--- src/hw/rtl/cld_pkg.sv ---
package cld_pkg;

  localparam int unsigned WordsPerLine = 8;
  localparam int unsigned QueueDepth   = 2;
  localparam logic [6:0]  LineBytes    = 7'd64;
  localparam logic [15:0] LineNumberMax = 16'hFFFF;
  localparam logic [2:0]  LastWord     = 3'd7;

  typedef enum logic [0:0] {
    ActData  = 1'b0,
    ActClear = 1'b1
  } action_e;

  typedef struct packed {
    logic        action;
    logic [63:0] chunk_data;
    logic        chunk_last;
  } in_word_t;

  typedef struct packed {
    logic [15:0] line_number;
    logic        is_duplicate;
    logic [7:0]  match_index;
    logic [6:0]  compressed_size;
    logic [15:0] fold_hash;
    logic        store_full;
  } out_word_t;

  // One completed line or one clear, handed from front to back.
  typedef struct packed {
    logic                               clear;
    logic [15:0]                        line_number;
    logic [15:0]                        fold_hash;
    logic [WordsPerLine-1:0][63:0]      words;
  } job_t;

  typedef enum logic [1:0] {
    BkIdle,
    BkCompare,
    BkWrite,
    BkOutput
  } back_state_e;

  function automatic logic [15:0] word_fold(input logic [63:0] w);
    word_fold = w[63:48] ^ w[47:32] ^ w[31:16] ^ w[15:0];
  endfunction

endpackage

--- src/hw/rtl/cld_front.sv ---
module cld_front (
  input  logic              clk_i,
  input  logic              rst_ni,
  input  logic              in_valid_i,
  output logic              in_ready_o,
  input  cld_pkg::in_word_t in_word_i,
  output logic              push_valid_o,
  input  logic              push_ready_i,
  output cld_pkg::job_t     push_job_o
);

  logic [2:0]  pos_q, pos_d;
  logic [15:0] hash_q, hash_d;
  logic [15:0] seen_q, seen_d;
  logic [cld_pkg::WordsPerLine-1:0][63:0] line_q, line_d, line_new;
  logic [15:0] hash_next;
  logic        fire;

  assign in_ready_o = push_ready_i;
  assign fire       = in_valid_i && push_ready_i;
  assign hash_next  = hash_q ^ cld_pkg::word_fold(in_word_i.chunk_data);

  always_comb begin
    // Start of a line zeroes the words that a short line never fills.
    for (int k = 0; k < cld_pkg::WordsPerLine; k++) begin
      if (3'(k) == pos_q) begin
        line_new[k] = in_word_i.chunk_data;
      end else if (pos_q == 3'd0) begin
        line_new[k] = 64'd0;
      end else begin
        line_new[k] = line_q[k];
      end
    end
  end

  always_comb begin
    pos_d        = pos_q;
    hash_d       = hash_q;
    seen_d       = seen_q;
    line_d       = line_q;
    push_valid_o = 1'b0;
    push_job_o.clear       = (in_word_i.action == cld_pkg::ActClear);
    push_job_o.line_number = seen_q;
    push_job_o.fold_hash   = hash_next;
    push_job_o.words       = line_new;
    if (fire) begin
      if (in_word_i.action == cld_pkg::ActClear) begin
        pos_d        = 3'd0;
        hash_d       = 16'd0;
        seen_d       = 16'd0;
        push_valid_o = 1'b1;
      end else begin
        line_d = line_new;
        if (in_word_i.chunk_last || pos_q == cld_pkg::LastWord) begin
          push_valid_o = 1'b1;
          pos_d        = 3'd0;
          hash_d       = 16'd0;
          if (seen_q != cld_pkg::LineNumberMax) begin
            seen_d = seen_q + 16'd1;
          end
        end else begin
          pos_d  = pos_q + 3'd1;
          hash_d = hash_next;
        end
      end
    end
  end

  always_ff @(posedge clk_i or negedge rst_ni) begin
    if (!rst_ni) begin
      pos_q  <= 3'd0;
      hash_q <= 16'd0;
      seen_q <= 16'd0;
    end else begin
      pos_q  <= pos_d;
      hash_q <= hash_d;
      seen_q <= seen_d;
    end
  end

  always_ff @(posedge clk_i) begin
    line_q <= line_d;
  end

endmodule

--- config.mk ---
export PLATFORM = sky130hd
export DESIGN_NAME = cld_front
export DESIGN_NICKNAME = d
export VERILOG_FILES = /design/src/hw/rtl/cld_pkg.sv /design/src/hw/rtl/cld_front.sv
export SDC_FILE = /design/constraint.sdc
export NUM_CORES = 1
export LEC_CHECK = 0
export BUFFER_PORTS_ARGS = -buffer_cell sky130_fd_sc_hd__buf_2
export CAP_MARGIN = 20
export CORE_AREA = 2 2 237 239
export CTS_CLUSTER_DIAMETER = 80
export DETAILED_ROUTE_END_ITERATION = 8
export DIE_AREA = 0 0 239 241
export PLACE_DENSITY = 0.66
export SKIP_LAST_GASP = 1
export SLEW_MARGIN = 20
export SYNTH_ARGS = -nofsm -noshare
export SYNTH_HDL_FRONTEND = slang
export SYNTH_SLANG_ARGS = --single-unit
--- constraint.sdc ---
create_clock -name clk_i -period 2.6 [get_ports clk_i]
set_clock_uncertainty 0.05 [all_clocks]
set_input_delay 0.52 -clock clk_i [delete_from_list [all_inputs] [get_ports clk_i]]
set_output_delay 0.52 -clock clk_i [all_outputs]
set_load 0.005 [all_outputs]
======== Word level (Yosys, flattened, before mapping) ========
Index checks and enable logic that the tools add are counted.
word-level totals
  flip-flop bits (word level) ............. 547
  input bits .............................. 70
  output and inout port bits .............. 547
  logic and storage cells ................. 59
cells by class
  add/sub/neg operators ................... 2
  equal/unequal tests ..................... 9
  mux-type cells .......................... 25
  bitwise gates (word level) .............. 5
  reduce and logical (&&, ||, !) cells .... 7
operator list
  operator                 count
  $mux W64                 15
  $mux W16                 5
  $xor A16 B16 Y16         4
  $add A16 B1 Y16 const B  1
  $ne A16 B16 Y1 const B   1
  $eq A3 B3 Y1 const A     4
  $eq A2 B3 Y1 const A     2
  $mux W3                  2
  $reduce_bool A2 Y1       2
  $add A3 B1 Y3 const B    1
  $eq A1 B3 Y1 const A     1
  $eq A3 B3 Y1 const B     1
  $logic_not A3 Y1         1
  $mux W1                  3
  $reduce_and A3 Y1        1
  $reduce_and A2 Y1        1
  $logic_and A1 B1 Y1      1
  $logic_or A1 B1 Y1       1
  $not A1 Y1               1

======== Longest topological paths before layout ========
  depth after elaboration ................. 6
  gate-level depth with buffers ........... 8

======== Least setup slack after synthesis ========
No wires, ideal clock.
  kind .................................... input -> register
  start point ............................. input in_valid_i
  end point ............................... register line_q[0] (netlist bit) (enable)
  setup time .............................. 1.401 ns
  data arrival time ....................... 22.235 ns
  required time ........................... 1.149 ns
  slack ................................... -21.086 ns
  stages .................................. 4
  buffers on the path ..................... 2
  cell sequence ........................... clkbuf_1 nand2_1 clkbuf_1 nor2_1
between the ends
  word-level cells in the longest chain between the ends .. 2
ends and longest elaborated chain
  item                                RTL line         RTL
  start, declared                     cld_front.sv:4   input logic in_valid_i,
  $logic_and A1 B1 Y1                 cld_front.sv:20  assign fire = in_valid_i && push_ready_i;
  $reduce_and A2 Y1 (no source line)  --
  end signal, assigned                cld_front.sv:82  line_q <= line_d;
  end, declared                       cld_front.sv:15  logic [cld_pkg::WordsPerLine-1:0][63:0] line_q, line_d, line_new;
Every way passes these cells.
A chain may end at the register's enable or synchronous reset.

==> out/metrics.cfg <==
[routing]
drt-total-wl_um=104000
num_vias=22000
drcViolationCount=0
antenna_left=0
drtPass1Iterations=7
drt-vias-per-instance=5.94
first_iter_violations=2641
routedWlPerCell_um=28.2

[clocking]
htree_levels=2
clkSlewWorstSetupHoldPaths_ns=0.06
clk_latency_ns=0.64
tritoncts=yes
cts_inserted_buffers=61
cts_root_buf=clkbuf_16
clockBufferDepth=3
cts_sinks=547

[synthesis]
synth.most_common_cell=nand2_1
synthCells=2263
avgSynthCellArea_um2=10.9
synthArstFlopShare_pct=6.40
yosysUniqueCellTypes=41
syn_area_mm2=0.0246
synth_common_cells=718 x nand2_1, 512 x edfxtp_1, 202 x o21ai_0
seq_area_frac_synth_pct=66.0
synthesis.nets=2340
ys_ff_latch=547
yosysTopAreaCell=edfxtp_1
synth_area_leaders=edfxtp_1 62%, nand2_1 11%, a22o_1 4.6%
synth_top_area_share_pct=62.5
ys_warn_count=0
synthFlopType=edfxtp_1
synth_edf_count=512

[cells_and_area]
nets=3013
drive_gt1_share_pct=34.8
fillCellCount=4427
postLayoutCoreUtil_pct=61.5
area_growth_pct=37.0
design_area_mm2=0.0337
fin_cells=3698

[sta]
fmax_ghz=0.330
fin_ws_ns=-0.429
setup_viol=513
min_period_ns=3.03
rsz0062_at_grt=yes
holdWs_ns=0.301
fin_tns_setup_ns=-151.74
finalCritPeriodShare_pct=116
slew_violations=0
slew_headroom_pct=37.4
hold_viol=0
worst_pin_slew_ns=0.940

[placement]
hpwlAfterDp_um=62200
port-buffer-count=616
placed_cells=3472
preCtsSetupSlack_ns=0.0424
gp_congestion=0.891
placed_cell_area_mm2=0.0291

[grt]
grt_pass1_wl_um=140000
grt_pass1_vias=20200
grt_max_degree=79
grt_use_total_pct=33.2
antenna_found_initial=6
use_met1_pct=42.4
top_usage_layer=met2
grt.met2_usage_pct=52.8
globalRouteMet3Util_pct=9.14
overflow=0

[critical_path]
crit_end=push_job_o[363]
reg2reg_from=pos_q[2]
r2r_setup_slack_ns=0.15
rr_worst_depth=8
start_kind=register
critical_path.max_stage_delay_ns=0.38
crit_cells=9
cpMostUsedCell=buf_4
cp.arrival_ns=2.46
cp_cell_sequence=buf_4 > ha_2 > buf_4 > and2_4 > buf_12 > clkbuf_16 > nand2_1 > a21oi_1 > buf_2
cp_num_buf_inv=5
r2r-end=seen_q[12]
crit_start=pos_q[0]
crit_path_end_kind=output port
criticalPathCategory=register to output port
cpLargestDelayFamily=buffers and inverters
critPathRequiredTime_ns=2.03
cp_slowest_cell=dfrtp_1
cp_max_fo=19

[power]
p_total_mw=24.7
peakVddDrop_v=0.000648
switching_power_mw=7.05
clkPwrFrac_pct=36.1
combPwrFrac_pct=22.1
total_leakage_power_nw=14.4
seqPwrFrac_pct=41.7
switching_share_pct=28.5
internal_power_mw=17.7
cellPowerDensity_mw_per_mm2=733

[run_status]
violations=negative setup slack
status=finished with violations

[die]
die_x_um=239
num_rows=86
die-area_mm2=0.0576
ios=617
fp.dieH_um=241
initial_utilization_pct=44.8
core_mm2=0.0549

[run]
cap_violations=0

[worst_hold_path]
hp-class=primary input to register

-- layer usage --
layer | up-vias | part of all wire (%)
met5 | - | 0
met4 | 0 | 5.2
met3 | 306 | 12
met2 | 1585 | 46
met1 | 10800 | 36
li1 | 9311 | -
-- worst reg2reg max path, cell delays in order (launching register included) --
cell	delay, ns
dfrtp_4	0.51
buf_6	0.24
ha_4	0.18
buf_6	0.17
o311ai_4	0.11
buf_4	0.20
nor2_1	0.14
or4b_2	0.60
a21oi_1	0.17
-- power groups by stage --
stage          registers [mW]  clock network (mW)  logic, mW
2_1_floorplan            10.5                   0       2.00
3_3_place_gp             10.5                   0       4.17
3_5_place_dp             10.5                   0       4.24
4_1_cts                  10.3                8.99       4.97
5_1_grt                  10.3                9.31       5.72
6_report                 10.3                8.94       5.47
-- final cells by class --
cell class                 count  area [µm²]  share of cell area (%)
antenna                        6        15.0                  0.0445
clock buffer                  80        1720                    5.10
clock inverter                35         340                    1.01
inverter                      71         270                   0.801
multi-input combinational   1423        7830                    23.2
sequential                   547       16300                    48.2
tap                          704         881                    2.61
timing repair buffer         832        6410                    19.0
-- layout by cell type, fill, tap and decap left out, drive strengths merged, types with 3 or more instances in the layout --
cell	Yosys	layout
buf	24	803
nand2	718	719
edfxtp	512	512
o21ai	202	202
a21oi	136	136
a22o	128	128
clkbuf	200	101
inv	71	72
nand3	71	71
xnor2	64	64
dfrtp	35	35
clkinv	0	23
and2	19	19
a41o	17	17
nor2	7	8
bufbuf	0	7
ha	7	7
diode	0	6
or4	6	6
bufinv	0	6
nand4	5	5
o31ai	5	5
clkinvlp	0	5
or3	4	4
and4	3	3
and3	3	3
a41oi	3	3
nand3b	3	3
o211ai	3	3
nor2b	3	3
-- how the worst min path moves through the flow --
stage	cells past startpoint	slack [ns]	startpoint	end
6_report	2	0.30	in_word_i[65]	seen_q[14]
5_1_grt	2	0.31	in_word_i[65]	seen_q[14]
4_1_cts	2	0.26	in_word_i[65]	seen_q[14]
3_5_place_dp	2	0.48	line_q[15]	line_q[15]
3_3_place_gp	2	0.47	line_q[31]	line_q[31]
2_1_floorplan	0	0.17	rst_ni	hash_q[0]
-- repair_timing --
item / in CTS / in global routing
hold buffers: 1 / 0
gates resized for setup: 148 / 103
cloned: 21 / 25
setup endpoints to repair: 513 / 513
pin swaps: 11 / 14
hold endpoints to repair: 35 / 0
setup buffers: 33 / 28
-- cell families after synthesis --
family | count (synthesis) | share of synthesized area, %
buffers and inverters | 295 | 4.59
adders and majority gates | 7 | 0.356
AOI/OAI and AO/OA | 501 | 12.8
DFF | 547 | 66.0
and+or+nand+nor | 849 | 14.0
xor gates and xnor gates | 64 | 2.28
-- registers in the layout, summed over array words and instances, names as in the netlist --
name / count
line_q: 512
hash_q: 16
pos_q: 3
seen_q: 16
No activity file was read; power rests on OpenSTA's default activity.
