File: src/hw/rtl/cld_pkg.sv
package cld_pkg;

  localparam int unsigned WordsPerLine = 8;
  localparam int unsigned QueueDepth   = 2;
  localparam logic [6:0]  LineBytes    = 7'd64;
  localparam logic [15:0] LineNumberMax = 16'hFFFF;
  localparam logic [2:0]  LastWord     = 3'd7;

  typedef enum logic [0:0] {
    ActData  = 1'b0,
    ActClear = 1'b1
  } action_e;

  typedef struct packed {
    logic        action;
    logic [63:0] chunk_data;
    logic        chunk_last;
  } in_word_t;

  typedef struct packed {
    logic [15:0] line_number;
    logic        is_duplicate;
    logic [7:0]  match_index;
    logic [6:0]  compressed_size;
    logic [15:0] fold_hash;
    logic        store_full;
  } out_word_t;

  // One completed line or one clear, handed from front to back.
  typedef struct packed {
    logic                               clear;
    logic [15:0]                        line_number;
    logic [15:0]                        fold_hash;
    logic [WordsPerLine-1:0][63:0]      words;
  } job_t;

  typedef enum logic [1:0] {
    BkIdle,
    BkCompare,
    BkWrite,
    BkOutput
  } back_state_e;

  function automatic logic [15:0] word_fold(input logic [63:0] w);
    word_fold = w[63:48] ^ w[47:32] ^ w[31:16] ^ w[15:0];
  endfunction

endpackage

File: src/hw/rtl/cld_queue.sv
module cld_queue (
  input  logic          clk_i,
  input  logic          rst_ni,
  input  logic          push_valid_i,
  output logic          push_ready_o,
  input  cld_pkg::job_t push_job_i,
  output logic          pop_valid_o,
  input  logic          pop_ready_i,
  output cld_pkg::job_t pop_job_o
);

  localparam int unsigned PtrW = $clog2(cld_pkg::QueueDepth);
  localparam int unsigned CntW = $clog2(cld_pkg::QueueDepth + 1);

  cld_pkg::job_t entry_q [cld_pkg::QueueDepth];
  logic [PtrW-1:0] wr_ptr_q, rd_ptr_q;
  logic [CntW-1:0] count_q;
  logic            do_push, do_pop;

  assign push_ready_o = (count_q != CntW'(cld_pkg::QueueDepth));
  assign pop_valid_o  = (count_q != '0);
  assign pop_job_o    = entry_q[rd_ptr_q];
  assign do_push      = push_valid_i && push_ready_o;
  assign do_pop       = pop_valid_o && pop_ready_i;

  always_ff @(posedge clk_i or negedge rst_ni) begin
    if (!rst_ni) begin
      wr_ptr_q <= '0;
      rd_ptr_q <= '0;
      count_q  <= '0;
    end else begin
      if (do_push) begin
        wr_ptr_q <= wr_ptr_q + PtrW'(1);
      end
      if (do_pop) begin
        rd_ptr_q <= rd_ptr_q + PtrW'(1);
      end
      case ({do_push, do_pop})
        2'b10:   count_q <= count_q + CntW'(1);
        2'b01:   count_q <= count_q - CntW'(1);
        default: count_q <= count_q;
      endcase
    end
  end

  always_ff @(posedge clk_i) begin
    if (do_push) begin
      entry_q[wr_ptr_q] <= push_job_i;
    end
  end

endmodule

File: config.mk
export PLATFORM = sky130hd
export DESIGN_NAME = cld_queue
export DESIGN_NICKNAME = d
export VERILOG_FILES = /design/src/hw/rtl/cld_pkg.sv /design/src/hw/rtl/cld_queue.sv
export SDC_FILE = /design/constraint.sdc
export NUM_CORES = 1
export LEC_CHECK = 0
export BUFFER_PORTS_ARGS = -buffer_cell sky130_fd_sc_hd__buf_4
export CAP_MARGIN = 20
export CORE_AREA = 2 2 427 429
export DETAILED_ROUTE_END_ITERATION = 12
export DIE_AREA = 0 0 429 431
export GPL_TIMING_DRIVEN = 0
export SETUP_SLACK_MARGIN = 0.5
export SLEW_MARGIN = 40
export SYNTH_ARGS = -nofsm -noshare
export SYNTH_HDL_FRONTEND = slang
export SYNTH_SLANG_ARGS = --single-unit
File: constraint.sdc
create_clock -name clk_i -period 29.8 [get_ports clk_i]
set_clock_uncertainty 0.1 [all_clocks]
set_input_delay 1.49 -clock clk_i [delete_from_list [all_inputs] [get_ports clk_i]]
set_output_delay 1.49 -clock clk_i [all_outputs]
set_load 0.02 [all_outputs]
Yosys cells after proc, flatten, opt, wreduce, memory -nomap -nowiden. Memory sizes are Yosys's and may differ from the RTL's. Cells that the tools add are included.

Bits in writable memories: 1090. Output and inout port bits: 547. Word-level logic and storage cells: 18. Memories kept: 1. Register bits: 4. Bits of input ports: 549.

Reduce and logical (&&, ||, !) cells: 4. Eq/ne operators: 3. Add/sub/neg operators: 4. Mux-type cells: 3.

Memories: entry_q (depth 2, width 545, rd ports 1, clocked after Yosys merged registers in 0, write ports 1, line cld_queue.sv:15) `cld_pkg::job_t entry_q [cld_pkg::QueueDepth];`.

Operators by type and width (count): $pmux W2 S2 (1); $reduce_bool A2 Y1 (2); $add A1 B1 Y1 const B (2); $add A2 B1 Y2 const B (1); $eq A2 B1 Y1 const B (1); $eq A2 B2 Y1 const B (1); $logic_and A1 B1 Y1 (2); $mux W1 (2); $ne A2 B2 Y1 const B (1); $sub A2 B1 Y2 const B (1).

Longest topological paths before layout.
Depth after elaboration: 4. Gate-level depth with buffers: 6. Mapped depth without buffers: 6.

Worst setup path before layout. Ideal clock, no wire load.

Kind: input to register. Start: input port push_valid_i. End: memory entry_q[0][0] in the netlist's numbering (enable). Stages on the path: 2. Data arrival time: 24125 ps. Required time: 28232 ps. Library setup time: 1468 ps. Setup slack: 4108 ps. Buffers on the path: 0. Path through: nand2_1 > nor2_1.

Longest elaborated chain between the ends: 3.

Ends and longest elaborated chain: from (decl) (line cld_queue.sv:4) `input logic push_valid_i,`; $logic_and A1 B1 Y1 (line cld_queue.sv:23) `assign do_push = push_valid_i && push_ready_o;`; $mux W1 (line cld_queue.sv:47) `if (do_push) begin`; $mux W1 (implied by the code) (line cld_queue.sv:48) `entry_q[wr_ptr_q] <= push_job_i;`; to (decl) (line cld_queue.sv:15).

Every way passes these cells.

==> impl_metrics.py <==
metrics = {
    "status": {
        "outcome": "finished, final reports clean",
    },
    "hold_path": {
        "min_path_type": "reg -> reg",
    },
    "floorplan": {
        "floorplan.core_area_um2": 180000,
        "initial_core_utilization_pct": 22.1,
        "io-pin-count": 1096,
        "die_w_um": 429,
        "floorplan.die.height_um": 431,
        "rows": 156,
        "die_area_um2": 185000,
    },
    "sta": {
        "fin_crit_ns": 4.11,
        "hold_viol_final": 0,
        "setup_total_negative_slack_ns": 0,
        "maxSlewHeadroom_pct": 72.8,
        "max_clock_freq_mhz": 243,
        "grt_setup_unrepaired": "false",
        "fin_crit_sh_pct": 13.8,
        "setup_viol": 0,
        "final_critical_path_setup_slack_ns": 25.69,
        "timing.final.max_slew_violations": 0,
        "worst_slew_pin_slew_ns": 0.408,
    },
    "logic_synthesis": {
        "yosys_warnings": 0,
        "synth.largest_area_cell": "sky130_fd_sc_hd__edfxtp_1",
        "synth.yosys.seq_area_share_pct": 82.6,
        "ys_ff_latch": 1094,
        "syn_avg_cell_area_um2": 23.2,
        "synthesis.nets": 2263,
        "synth.top_cells.by_area": "sky130_fd_sc_hd__edfxtp_1 82%, sky130_fd_sc_hd__mux2_2 15%, sky130_fd_sc_hd__buf_6 1.7%",
        "synthesized_instance_count": 1713,
        "syn_area_um2": 39700,
        "yosysUniqueCellTypes": 13,
        "synthDominantCellAreaShare_pct": 82.3,
    },
    "critical_path": {
        "cp-end-kind": "primary output",
        "cp.required_ns": 28.21,
        "reg2reg_slack_ns": 26.05,
        "worst-setup-path-type": "reg -> out",
        "setup.worst_path.start": "rd_ptr_q$_DFFE_PN0P_",
        "cp-endpoint": "pop_job_o[110]",
        "worstReg2RegEnd": "entry_q[0][315]$_DFFE_PP_",
        "critical_path_arrival_ns": 2.52,
        "timing.rr.start": "count_q[0]$_DFFE_PN0P_",
        "reg2reg_depth": 15,
        "critPathLaunchType": "flop",
        "critical_path_fanouts_max": 10,
    },
    "detailed_routing": {
        "wl_per_cell_um": 23.0,
        "detailedRoute.firstIterationViolations": 1445,
        "drtAntennaViolNets": 0,
        "detail_route.drc_violations": 0,
        "drt_pass1_iterations": 5,
        "num_vias": 21700,
        "via_per_inst": 3.97,
        "routed_wirelength_mm": 125,
    },
    "power": {
        "ir_drop_mv": 0.0647,
        "p_leak_nw": 20.2,
        "power_density_nw_per_um2": 104,
        "total_power_mw": 5.81,
    },
    "grt": {
        "grt_first_pass_wirelength_mm": 169,
        "grt_antenna_before_repair": 28,
        "gr-usage-all-layers_pct": 13.0,
        "gr-total-overflow": 0,
        "grt_max_degree": 38,
        "grt_pass1_vias": 22300,
    },
    "finish": {
        "flow.area_growth_from_synthesis_pct": 40.0,
        "fin_nets": 3531,
        "post_route_cells_drive_above_1_share_pct": 62.2,
        "most_common_cell_after_layout_fill_and_taps_aside": "sky130_fd_sc_hd__buf_4",
        "layout_common_cells": "1,095 x sky130_fd_sc_hd__buf_4, 1,090 x sky130_fd_sc_hd__edfxtp_1, 545 x sky130_fd_sc_hd__mux2_2, 119 x sky130_fd_sc_hd__clkbuf_16, 61 x sky130_fd_sc_hd__buf_6",
    },
    "clock_tree": {
        "tritoncts.num_buffers": 117,
        "post-cts-setup-buffer-count": 0,
        "max-clock-path-buffers": 3,
        "clk_pin_slew_ns": 0.06,
        "insertion_delay_of_the_later_clocked_pin_in_the_worst_skew_pair_ns": 0.75,
        "clock-sinks": 1094,
        "cts_tree": "done",
        "postCtsResizedCells": 0,
        "cts_hold_repair.buffers": 0,
        "root_buffer": "sky130_fd_sc_hd__clkbuf_16",
        "htree_num_levels": 3,
    },
    "place": {
        "dpl.hpwl_mm": 97.6,
        "io_buffers": 1095,
        "dp_worst_setup_slack_ns": 25.09,
        "weighted_congestion_at_the_end_of_routability_driven_global_placement": 0.890,
    },
    "job": {
        "timing.max_cap.violations": 0,
    },
}
## registers in the layout, indices dropped and copies added (netlist names)
register	count
entry_q	1090
count_q	2
rd_ptr_q	1
wr_ptr_q	1
## worst max-delay path, stage by stage, from the launching register on
cell and delay, ns:
sky130_fd_sc_hd__dfrtp_1 0.34, sky130_fd_sc_hd__buf_6 0.26, sky130_fd_sc_hd__buf_6 0.23, sky130_fd_sc_hd__buf_6 0.27, sky130_fd_sc_hd__mux2_2 0.45, sky130_fd_sc_hd__buf_4 0.19
## worst min-delay path by stage
stage                             end  cells past startpoint              startpoint  slack, ns
3_3_place_gp     wr_ptr_q$_DFFE_PN0P_                      1    wr_ptr_q$_DFFE_PN0P_       0.38
5_1_grt          wr_ptr_q$_DFFE_PN0P_                      1                  rst_ni       0.36
4_1_cts          wr_ptr_q$_DFFE_PN0P_                      1                  rst_ni       0.32
3_5_place_dp   count_q[1]$_DFFE_PN0P_                      1  count_q[1]$_DFFE_PN0P_       0.39
6_report       count_q[1]$_DFFE_PN0P_                      1  count_q[1]$_DFFE_PN0P_       0.39
2_1_floorplan  count_q[1]$_DFFE_PN0P_                      1  count_q[1]$_DFFE_PN0P_       0.36
## cells by family after synthesis
logic type               after synthesis  synth area share [%]
AND/OR/NAND/NOR                        7                0.0913
multiplexers                         545                  15.4
buffers and inverters                 61                  1.73
flip-flops                          1094                  82.6
XOR/XNOR                               5                 0.110
adder cells (fa/ha/maj)                1                0.0315
## stage by stage
step	utilization [%]	hold WS [ns]	cell area (µm²)	instances
2_1_floorplan	-	0.356	39700	1713
5_1_grt	30.9	0.359	55600	5456
3_5_place_dp	28.9	0.392	52100	5232
3_3_place_gp	28.3	0.376	50900	5178
4_1_cts	30.9	0.320	55600	5450
6_report	30.9	0.389	55700	5463
## cell type report
cell class | instances | area [µm²]
Buffer | 61 | 687
Clock buffer | 156 | 3130
Timing Repair Buffer | 1149 | 9350
Antenna cell | 13 | 32.5
Clock inverter | 62 | 429
Tap cell | 2370 | 2970
Sequential cell | 1094 | 32800
Fill cell | 17600 | 124000
Multi-Input combinational cell | 558 | 6240
## cells in the mapped netlist
| cell | number |
|---|---|
| sky130_fd_sc_hd__mux2_2 | 545 |
| sky130_fd_sc_hd__nand2b_1 | 1 |
| sky130_fd_sc_hd__nand2_1 | 1 |
| sky130_fd_sc_hd__or2_2 | 1 |
| sky130_fd_sc_hd__xor2_1 | 2 |
| sky130_fd_sc_hd__dfrtp_1 | 4 |
| sky130_fd_sc_hd__and2_1 | 1 |
| sky130_fd_sc_hd__edfxtp_1 | 1090 |
| sky130_fd_sc_hd__and3_1 | 1 |
| sky130_fd_sc_hd__nor2_1 | 2 |
| sky130_fd_sc_hd__ha_1 | 1 |
| sky130_fd_sc_hd__buf_6 | 61 |
| sky130_fd_sc_hd__xnor2_1 | 3 |
## layer usage
| layer | vias up | track usage, % | routed length (µm) |
|---|---|---|---|
| met4 | 24 | 5.99 | 4980 |
| li1 | 9469 | - | - |
| met3 | 241 | 4.18 | 10300 |
| met1 | 11100 | 14.6 | 46200 |
| met2 | 871 | 22.3 | 63800 |
| met5 | - | 0 | 169 |
## report_power, final
group          total [mW]  leakage, nW  internal [mW]  switching (mW)
sequential           2.16         10.2           2.10          0.0626
clock                1.37         1.75          0.769           0.597
combinational        2.29         8.31          0.976            1.31
(Power assumes the default switching activity.)
